[src/hw/rtl/plq_pkg.sv]
package plq_pkg;

    localparam int INSTANCES     = 4096;
    localparam int VALUE_BYTES   = 8;
    localparam int MAX_ACCEPTORS = 32;

    localparam int IDX_W  = $clog2(INSTANCES);
    localparam int VAL_W  = 8 * VALUE_BYTES;
    localparam int MASK_W = MAX_ACCEPTORS;

    typedef enum logic [2:0] {
        ST_DONE    = 3'd0,
        ST_OLD     = 3'd1,
        ST_DUP     = 3'd2,
        ST_COUNTED = 3'd3,
        ST_NEWRND  = 3'd4,
        ST_CHOSEN  = 3'd5,
        ST_RANGE   = 3'd6
    } status_t;

    // one table row per instance
    typedef struct packed {
        logic [15:0]       round;
        logic [MASK_W-1:0] mask;
        logic [5:0]        votes;
        logic              decided;
        logic [VAL_W-1:0]  held;
    } entry_t;

    typedef struct packed {
        logic [15:0] instance_req;
        logic [15:0] round;
        logic [4:0]  acceptor_id;
        logic [63:0] proposal_value;
        logic [31:0] client_addr;
        logic [15:0] client_port;
    } item_t;

    typedef struct packed {
        status_t     status;
        logic [15:0] out_instance;
        logic [63:0] chosen_value;
        logic [5:0]  vote_count;
        logic [31:0] reply_addr;
        logic [15:0] reply_port;
    } result_t;

    // keep VALUE_BYTES bytes, zero from the first zero byte onward
    function automatic logic [VAL_W-1:0] norm_value(logic [63:0] v);
        logic [VAL_W-1:0] r;
        logic             live;
        r    = '0;
        live = 1'b1;
        for (int i = 0; i < VALUE_BYTES; i++)
        begin
            if (v[8*i +: 8] == 8'd0)
            begin
                live = 1'b0;
            end
            if (live)
            begin
                r[8*i +: 8] = v[8*i +: 8];
            end
        end
        return r;
    endfunction

endpackage

[src/hw/rtl/plq_vote.sv]
module plq_vote (
    input  plq_pkg::item_t   item,
    input  plq_pkg::entry_t  old_entry,
    input  logic [5:0]       acc_count,
    output plq_pkg::entry_t  new_entry,
    output logic             wr_en,
    output plq_pkg::result_t result
);
    import plq_pkg::*;

    logic [5:0]        quorum;
    logic [31:0]       bit_wide;
    logic [MASK_W-1:0] acc_bit;
    logic              in_range;
    logic              acc_ok;
    logic              chosen;
    status_t           status;

    assign quorum   = 6'((7'(acc_count) + 7'd2) >> 1);
    assign bit_wide = 32'd1 << item.acceptor_id;
    assign acc_bit  = bit_wide[MASK_W-1:0];
    assign in_range = 32'(item.instance_req) < INSTANCES;
    assign acc_ok   = 32'(item.acceptor_id) < MAX_ACCEPTORS;

    always_comb
    begin
        new_entry = old_entry;
        wr_en     = 1'b0;
        chosen    = 1'b0;
        priority if (!in_range)
        begin
            status = ST_RANGE;
        end
        else if (old_entry.decided)
        begin
            status = ST_DONE;
        end
        else if (item.round < old_entry.round)
        begin
            status = ST_OLD;
        end
        else if (!acc_ok)
        begin
            status = ST_DUP;
        end
        else if (item.round == old_entry.round)
        begin
            if ((old_entry.mask & acc_bit) != '0)
            begin
                status = ST_DUP;
            end
            else
            begin
                new_entry.mask  = old_entry.mask | acc_bit;
                new_entry.votes = old_entry.votes + 6'd1;
                if (old_entry.held[7:0] == 8'd0)
                begin
                    new_entry.held = norm_value(item.proposal_value);
                end
                wr_en  = 1'b1;
                status = ST_COUNTED;
                chosen = new_entry.votes >= quorum;
            end
        end
        else
        begin
            // higher round restarts the tally with the sender alone
            new_entry.round = item.round;
            new_entry.mask  = acc_bit;
            new_entry.votes = 6'd1;
            new_entry.held  = norm_value(item.proposal_value);
            wr_en  = 1'b1;
            status = ST_NEWRND;
            chosen = quorum <= 6'd1;
        end
        if (chosen)
        begin
            new_entry.decided = 1'b1;
            status            = ST_CHOSEN;
        end
    end

    always_comb
    begin
        result.status       = status;
        result.out_instance = item.instance_req;
        result.chosen_value = chosen ? 64'(new_entry.held) : 64'd0;
        result.vote_count   = in_range ? new_entry.votes : 6'd0;
        result.reply_addr   = chosen ? item.client_addr : 32'd0;
        result.reply_port   = chosen ? item.client_port : 16'd0;
    end

endmodule

[config.mk]
export PLATFORM = sky130hd
export DESIGN_NAME = plq_vote
export DESIGN_NICKNAME = d
export VERILOG_FILES = /design/src/hw/rtl/plq_pkg.sv /design/src/hw/rtl/plq_vote.sv
export SDC_FILE = /design/constraint.sdc
export NUM_CORES = 1
export LEC_CHECK = 0
export ABC_AREA = 1
export BUFFER_PORTS_ARGS = -buffer_cell sky130_fd_sc_hd__buf_4
export CORE_AREA = 5 5 205 207
export DETAILED_ROUTE_END_ITERATION = 10
export DIE_AREA = 0 0 210 212
export REMOVE_ABC_BUFFERS = 1
export SETUP_SLACK_MARGIN = 0.05
export SLEW_MARGIN = 20
export SYNTH_ARGS = -nofsm -noshare
export SYNTH_HDL_FRONTEND = slang
export SYNTH_SLANG_ARGS = --single-unit
[constraint.sdc]
create_clock -name vclk -period 4.1
set_input_delay 0 -clock vclk [all_inputs]
set_output_delay 0 -clock vclk [all_outputs]
set_load 0.01 [all_outputs]
==> reports/metrics.csv, run 1 <==
stage,metric,value,unit
sta,rsz0062_at_grt,no,
sta,fmax,0.287,GHz
sta,setup_viol,0,
worst_setup_path,cp_max_fo,34,
logic_synthesis,synth_most_common_cell,nand2_1,
drt,wl_met2,16.5,mm
drt,wl_met1,15.1,mm
drt,top_layer_used,met5,
global_routing,grt_max_degree,41,
final_layout,flops_and_latches,0,
flow_run,cap_viol_max_count,0,
logic_synthesis,syn_avg_cell_area,5.07,um^2
sta,hold_ws,0.0000925,ns
place,placed_area,0.00883,mm^2
place,place_congestion,0.924,
sta,slew_headroom,0.371,
clock_tree,holdBufCountCts,0,
clock_tree,post-cts-setup-buffers,0,
floorplanning,ios,531,
worst_setup_path,endpoint_kind,primary output,
final_layout,fill_cells,4610,
place,io_buffers,506,
drt,firstDrtPassIters,5,
final_layout,final_area,0.00883,mm^2
logic_synthesis,syn_area,0.00460,mm^2
drt,vias,7721,
drt,totalWireLength,35.0,mm
worst_hold_path,hold_path_class,primary input to primary output,
final_layout,drive_above_1_share,0.424,
global_routing,grt_pass1_wl,48.4,mm
final_layout,final_util,0.220,
logic_synthesis,synth_top_area_frac,0.254,
sta,finalHoldViolCount,0,
sta,worstMarginPinSlew,0.938,ns
sta,tns,0,ns
sta,final-max-slew-violation-count,0,
final_layout,antennaDiodeCount,0,
floorplanning,start_util,0.115,
clock_tree,ctsResizeCount,0,
drt,via_per_inst,4.06,
power_and_ir_drop,power.leakage,0.00501,uW
floorplanning,row_count,74,
floorplanning,coreArea,0.0402,mm^2
power_and_ir_drop,power-per-cell-area,78.1,mW/mm^2
worst_setup_path,crit_required,4.10,ns
floorplanning,fp.dieW,210,um
final_layout,layout.nets,1670,
drt,wl_per_cell,18.4,um
sta,post-route-min-period,3.48,ns
global_routing,grt.overflow.total,0,
drt,routed-wl-met3,2.97,mm
global_routing,antenna_found_initial,2,
final_layout,seqCellArea,0,um^2
worst_setup_path,start_kind,primary input,
drt,drc,0,
place,hpwl,31.4,mm
drt,drtIter0Drc,537,
sta,timing.final.crit_share,0.849,
logic_synthesis,postSynthCellCount,908,
global_routing,grt.total_usage,0.140,
drt,ant_nets,0,
outcome,outcome,completed,
logic_synthesis,ys_top_cells_by_count,"nand2_1, inv_1, a21oi_1",
worst_setup_path,crit_arrival,3.48,ns
final_layout,syn2layout_area_growth,92.0,%
global_routing,grt_pass1_vias,7313,
logic_synthesis,synth_area_leaders,"nand2_1, inv_1, nor2_4, a21oi_1, nand3_1",
logic_synthesis,synth_top_cell_by_area,nand2_1,
floorplanning,die_area,0.0445,mm^2
logic_synthesis,ys_seq_area_frac,0,
worst_setup_path,critical_path_class,primary input to primary output,
final_layout,clockBufferCount,0,
floorplanning,die_h,212,um
logic_synthesis,synth_cell_types,35,
logic_synthesis,yosysWarningCount,0,
power_and_ir_drop,ir_worst_vdd,0.0246,mV
==> power breakdown <==
group	internal [uW]	leakage [uW]	total [uW]	switching, uW
Clock	0	0	0	0
Sequential	0	0	0	0
Combinational	336	0.00501	690	354
==> cell type report <==
type / count / area [um^2] / area share
tap: 532 / 666 / 0.0754
inverter: 134 / 503 / 0.0569
timing repair buffer: 521 / 3920 / 0.444
multi-input combinational: 714 / 3740 / 0.424
==> stage by stage <==
| step | instances | setup WS, ns | total power, uW |
|---|---|---|---|
| global route | 1901 | 0.371 | 749 |
| detailed placement | 1901 | 0.545 | 689 |
| CTS | 1901 | 0.528 | 692 |
| global placement | 1901 | 0.543 | 683 |
| finish | 1901 | 0.619 | 690 |
| floorplan | 848 | -1.21 | 256 |
==> cells by family after synthesis <==
kind of cell,after synthesis,share of synthesized area
buf+inv,194,0.190
fa+ha+maj,25,0.0680
xor+xnor,7,0.0133
compound gates,136,0.159
simple gates,546,0.570
==> path summary, 6_finish.rpt <==
kind | start | end | slack [ns] | depth (start not counted)
max | item[148] | new_entry[71] | 0.62 | 11
min | item[133] | result[118] | 0.00009 | 0
==> per-layer routing <==
metal  vias to the layer above  track usage
met2                       380        0.232
met1                      3498        0.192
met5                         -            0
met3                        24       0.0350
li1                       3815            -
met4                         4       0.0131
==> critical path: stages <==
cell and delay [ns]:
buf_4 0.11, nor4_1 0.65, buf_4 0.28, inv_1 0.25
nor2_1 0.25, nand2_1 0.10, buf_4 0.19, nor2_2 0.17
clkinv_1 0.77, a22o_1 0.54, buf_4 0.15
==> layout by cell type, fill, tap and decap left out, drive strengths merged <==
cell type,synthesis,final
a21oi,71,71
o21ai,48,48
nand4,25,25
o211ai,2,2
nor2,104,104
o32ai,1,1
a22o,8,8
nand3b,13,13
clkinv,2,2
buf,37,521
o22ai,4,4
xnor2,1,1
or2,3,3
nor3b,1,1
nor3,5,5
nand3,63,63
inv,132,132
a31oi,1,1
nor4,18,18
o2111ai,1,1
ha,25,25
xor2,6,6
nand2,313,313
and2,1,1
(Power assumes the default switching activity.)
==> run 2, diff against run 1 <==
==> constraint.sdc (replaced) <==
create_clock -name vclk -period 3.1
set_input_delay 0 -clock vclk [all_inputs]
set_output_delay 0 -clock vclk [all_outputs]
set_load 0.01 [all_outputs]
==> run 2 against run 1 <==
  * Worst setup slack lost 0.32 ns
  * First-iteration DRC count grew 0.19%
  * Critical path type unchanged
  * Sequential share of layout area is the same
  * Cell count grew 0.68%
  * Routed wire length grew 1.0%
  * Sequential cell count is the same
  * Clock-buffer cell count is the same
==> reports/metrics.csv, run 2 (synthesis gave the netlist of run 1 again) <==
stage,metric,value,unit,change
floorplanning,die_h,212,um,unchanged
final_layout,syn2layout_area_growth,94.5,%,
power_and_ir_drop,power.leakage,0.00508,uW,+1.4%
global_routing,grt_pass1_vias,7313,,unchanged
place,hpwl,31.7,mm,+1.2%
final_layout,drive_above_1_share,0.429,,+0.00459
worst_hold_path,hold_path_end,result[118],,
drt,wl_per_cell,18.5,um,+0.33%
floorplanning,row_count,74,,unchanged
final_layout,clockBufferCount,0,,unchanged
global_routing,grt_max_degree,35,,-15%
worst_setup_path,cp_max_fo,32,,-5.9%
worst_setup_path,crit_required,3.10,ns,-1.00 ns
worst_hold_path,hold_path_class,primary input to primary output,,
sta,worstMarginPinSlew,0.669,ns,-0.269 ns
floorplanning,start_util,0.115,,unchanged
floorplanning,ios,531,,unchanged
worst_hold_path,holdPathStages,0,,unchanged
flow_run,cap_viol_max_count,0,,unchanged
sta,fmax,0.357,GHz,
final_layout,final_common_cell,buf_4,,
clock_tree,ctsResizeCount,0,,unchanged
final_layout,flops_and_latches,0,,unchanged
drt,wl_met1,15.1,mm,about the same
outcome,outcome,completed,,
drt,via_per_inst,4.12,,+1.4%
worst_setup_path,start_kind,primary input,,
sta,final-max-slew-violation-count,0,,unchanged
clock_tree,post-cts-setup-buffers,0,,unchanged
sta,finalHoldViolCount,0,,unchanged
global_routing,grt.overflow.total,0,,unchanged
final_layout,final_cell_mix,"buf_4, nand2_1, inv_1",,
drt,ant_nets,0,,unchanged
place,place_inst,1912,,+0.58%
power_and_ir_drop,ir_worst_vdd,0.0346,mV,+41%
drt,totalWireLength,35.4,mm,+1.0%
drt,vias,7885,,+2.1%
final_layout,stdcell_count,1914,,+0.68%
global_routing,grt.total_usage,0.141,,+0.000712
place,io_buffers,506,,unchanged
power_and_ir_drop,power-per-cell-area,103,mW/mm^2,+31%
floorplanning,die_area,0.0445,mm^2,unchanged
sta,setup_viol,0,,unchanged
final_layout,layout.nets,1681,,+0.66%
sta,slew_headroom,0.550,,+0.179
worst_setup_path,critical_path_class,primary input to primary output,,
drt,firstDrtPassIters,5,,unchanged
worst_setup_path,crit_arrival,2.80,ns,-0.68 ns
drt,drc,0,,unchanged
drt,top_layer_used,met5,,
worst_setup_path,endpoint_kind,primary output,,
drt,wl_met2,16.4,mm,-0.78%
place,post-place-ws,0.199,ns,-0.346 ns
global_routing,grt_pass1_wl,48.4,mm,about the same
drt,drtIter0Drc,538,,+0.19%
sta,rsz0062_at_grt,no,,
drt,routed-wl-met3,3.22,mm,+8.1%
sta,setup_ws,0.301,ns,-0.317 ns
floorplanning,coreArea,0.0402,mm^2,unchanged
floorplanning,fp.dieW,210,um,unchanged
final_layout,seqCellArea,0,um^2,unchanged
sta,timing.final.crit_share,0.903,,
clock_tree,holdBufCountCts,0,,unchanged
worst_hold_path,min-delay-start,item[133],,
place,place_congestion,0.935,,+1.2%
global_routing,antenna_found_initial,5,,+3
sta,post-route-min-period,2.80,ns,
final_layout,fill_cells,4634,,+0.52%
==> run 2: cell types whose count changed in the layout (fill, tap and decap cells not counted) <==
cell / change
buf_4: +8
buf_12: +2
buf_6: +1
diode_2: +2
inv_4: +1
inv_2: -1
==> run 2: final cells by class <==
| type | count | area (um^2) | share of cell area |
|---|---|---|---|
| Inverter | 134 | 505 | 0.0565 |
| Multi-Input combinational cell | 714 | 3740 | 0.418 |
| Timing Repair Buffer | 532 | 4040 | 0.451 |
| Antenna cell | 2 | 5.00 | 0.000559 |
| Tap cell | 532 | 666 | 0.0744 |
==> run 2: per-stage QoR <==
stage	utilization	hold slack (ns)	cell area, um^2	TNS (ns)	power (uW)
floorplan	-	0	4230	-210.37	339
global placement	0.223	0.000143	8940	0	910
detailed placement	0.223	0.000143	8940	0	917
CTS	0.223	0.000143	8940	0	922
global route	0.223	0.0000786	8950	0	1000
finish	0.223	0.0000925	8950	0	918
==> run 2: worst max path at each step <==
stage,start,end
2_1_floorplan,old_entry[110],result[135]
3_3_place_gp,item[148],result[63]
3_5_place_dp,old_entry[4],result[63]
4_1_cts,old_entry[4],result[63]
5_1_grt,item[115],result[63]
6_report,old_entry[109],result[69]
==> run 2: power breakdown <==
group          total (uW)  leakage (uW)  internal [uW]  switching (uW)
logic                 918       0.00508            455             463
registers               0             0              0               0
clock network   0.0000864  0.0000000127      0.0000864               0
total                 918       0.00508            455             463
==> run 2: metal layers <==
| metal | vias up | global-route usage |
|---|---|---|
| li1 | 3840 | - |
| met1 | 3599 | 0.195 |
| met2 | 410 | 0.227 |
| met3 | 30 | 0.0362 |
| met4 | 6 | 0.0198 |
| met5 | - | 0 |
==> run 2: critical path: stages <==
cell and delay [ns]:
buf_4 0.09, inv_1 0.05, ha_1 0.30, nand4_1 0.19, or2_2 0.34, nor2_1 0.31
inv_1 0.13, nor2_4 0.14, a21oi_1 0.07, or2_4 0.38, buf_12 0.26, a21oi_1 0.29
buf_4 0.19
==> run 3, diff against run 2 <==
==> constraint.sdc (replaced) <==
create_clock -name vclk -period 3.4
set_input_delay 0 -clock vclk [all_inputs]
set_output_delay 0 -clock vclk [all_outputs]
set_load 0.01 [all_outputs]
==> run 3 against run 2 <==
  * Critical path depth stayed put
  * Worst setup slack better by 0.24 ns
  * Via count is 1.3% lower
  * Clock-buffer cell count unchanged
  * Power is 9.8% lower
  * First-iteration DRC count shrank 11%
  * Largest cell class unchanged
  * Routed wire length shrank 0.15%
  * Final area is 0.80% lower
  * Combinational power fell by 9.9%
  * Non-clock buffer count down 8
  * Utilization decreased by 0.18 points
  * Cell count shrank 0.52%
==> reports/metrics.csv, run 3 (synthesis gave the netlist of run 1 again) <==
stage,metric,value,unit,change
outcome,outcome,completed,,
floorplanning,ios,531,,unchanged
sta,final-max-slew-violation-count,0,,unchanged
worst_setup_path,start_kind,primary input,,
floorplanning,coreArea,0.0402,mm^2,unchanged
place,place_inst,1904,,-0.42%
final_layout,flops_and_latches,0,,unchanged
power_and_ir_drop,pwr-share-comb,1.000,,about the same
worst_setup_path,path_delay_family,simple AND/OR/NAND/NOR gates,,
clock_tree,holdBufCountCts,0,,unchanged
clock_tree,ctsResizeCount,0,,unchanged
place,io_buffers,506,,unchanged
final_layout,seqCellArea,0,um^2,unchanged
floorplanning,die_h,212,um,unchanged
final_layout,layout.nets,1673,,-0.48%
sta,slew_headroom,0.488,,-0.0618
final_layout,syn2layout_area_growth,93.0,%,
floorplanning,die_area,0.0445,mm^2,unchanged
worst_setup_path,crit_arrival,2.86,ns,+0.06 ns
worst_setup_path,path_cells,buf_4 -> inv_1 -> ha_1 -> nand4_1 -> or2_2 -> nor2_1 -> inv_1 -> nor2_4 -> a21oi_1 -> or2_4 -> buf_12 -> a21oi_1 -> buf_4,,
power_and_ir_drop,ir_worst_vdd,0.0285,mV,-18%
sta,setup_viol,0,,unchanged
sta,post-route-min-period,2.86,ns,
global_routing,antenna_found_initial,2,,-3
worst_setup_path,crit_start,old_entry[109],,
drt,firstDrtPassIters,5,,unchanged
final_layout,stdcell_count,1904,,-0.52%
worst_setup_path,critical_path_class,primary input to primary output,,
floorplanning,start_util,0.115,,unchanged
worst_setup_path,slowest_stage,or2_4,,
final_layout,antennaDiodeCount,0,,-2
drt,wl_per_cell,18.5,um,+0.37%
drt,totalWireLength,35.3,mm,-0.15%
final_layout,clockBufferCount,0,,unchanged
worst_hold_path,hold_path_class,primary input to primary output,,
worst_setup_path,endpoint_kind,primary output,,
drt,ant_nets,0,,unchanged
drt,vias,7780,,-1.3%
sta,worstMarginPinSlew,0.761,ns,+0.0919 ns
final_layout,fill_cells,4650,,+0.35%
sta,setup_ws,0.538,ns,+0.237 ns
sta,timing.final.crit_share,0.842,,
power_and_ir_drop,switching_share,0.508,,+0.00304
place,place_congestion,0.966,,+3.4%
power_and_ir_drop,pwr-share-clk,0,,unchanged
final_layout,final_cell_mix,"buf_4, nand2_1, inv_1",,
drt,via_per_inst,4.09,,-0.81%
place,post-place-ws,0.552,ns,+0.352 ns
global_routing,grt.total_usage,0.141,,about the same
worst_setup_path,crit_required,3.40,ns,+0.30 ns
power_and_ir_drop,power.leakage,0.00504,uW,-0.76%
power_and_ir_drop,power.internal,407,uW,-10%
sta,finalHoldViolCount,0,,unchanged
worst_setup_path,endpoint,result[85],,
sta,fmax,0.349,GHz,
final_layout,final_area,0.00888,mm^2,-0.80%
global_routing,grt.overflow.total,0,,unchanged
global_routing,grt_max_degree,49,,+40%
floorplanning,fp.dieW,210,um,unchanged
worst_setup_path,path_buf_inv,5,,unchanged
power_and_ir_drop,p_sw,420,uW,-9.3%
final_layout,final_common_cell,buf_4,,
global_routing,grt_pass1_vias,7238,,-1.0%
floorplanning,row_count,74,,unchanged
place,hpwl,31.4,mm,-0.99%
worst_setup_path,cp_max_fo,42,,+31%
clock_tree,post-cts-setup-buffers,0,,unchanged
flow_run,cap_viol_max_count,0,,unchanged
drt,drtIter0Drc,480,,-11%
power_and_ir_drop,power_frac_seq,0,,unchanged
drt,drc,0,,unchanged
power_and_ir_drop,power-per-cell-area,93.2,mW/mm^2,-9.1%
place,placed_area,0.00888,mm^2,-0.67%
sta,rsz0062_at_grt,no,,
global_routing,grt_pass1_wl,48.4,mm,unchanged
worst_setup_path,crit_cells,13,,unchanged
worst_setup_path,worst_path_largest_cell_delay,0.37,ns,about the same
final_layout,drive_above_1_share,0.426,,-0.00333
[run 3: cell count changes in the layout (fill, tap and decap cells not counted), sizes merged]
cell / before / now
buf: 532 / 524
diode: 2 / 0
[run 3: metrics by stage]
| step | hold WS (ns) | util | power [uW] | setup TNS [ns] |
|---|---|---|---|---|
| floorplan | 0 | - | 309 | -171.98 |
| global placement | 0.000143 | 0.221 | 823 | 0 |
| detailed placement | 0.000143 | 0.221 | 828 | 0 |
| CTS | 0.000143 | 0.221 | 832 | 0 |
| global route | 0.0000786 | 0.221 | 903 | 0 |
| finish | 0.0000925 | 0.221 | 827 | 0 |
[run 3: cell type report]
cell class,instances,area (um^2),area share
repair buffers,524,3970,0.447
multi-input cells,714,3740,0.421
inverters,134,503,0.0566
well taps,532,666,0.0750
[run 3: layer usage]
metal | GRT usage | part of all wire
met5 | 0 | 0.00059
met1 | 0.195 | 0.44
met3 | 0.0357 | 0.081
met2 | 0.229 | 0.46
met4 | 0.0153 | 0.013
[run 3: worst min-delay path by stage]
stage | startpoint | slack [ns] | depth (start not counted) | to
2_1_floorplan | item[133] | 0 | 0 | result[118]
3_5_place_dp | item[133] | 0.0001 | 0 | result[118]
4_1_cts | item[133] | 0.0001 | 0 | result[118]
6_report | item[133] | 0.00009 | 0 | result[118]
3_3_place_gp | item[133] | 0.0001 | 0 | result[118]
5_1_grt | item[138] | 0.00008 | 0 | result[123]
[run 3: power by group through the flow]
stage	clock network, uW	logic (uW)	registers, uW
5_1_grt	0	903	0
3_3_place_gp	0	823	0
6_report	0	827	0
4_1_cts	0	832	0
3_5_place_dp	0	828	0
2_1_floorplan	0	309	0
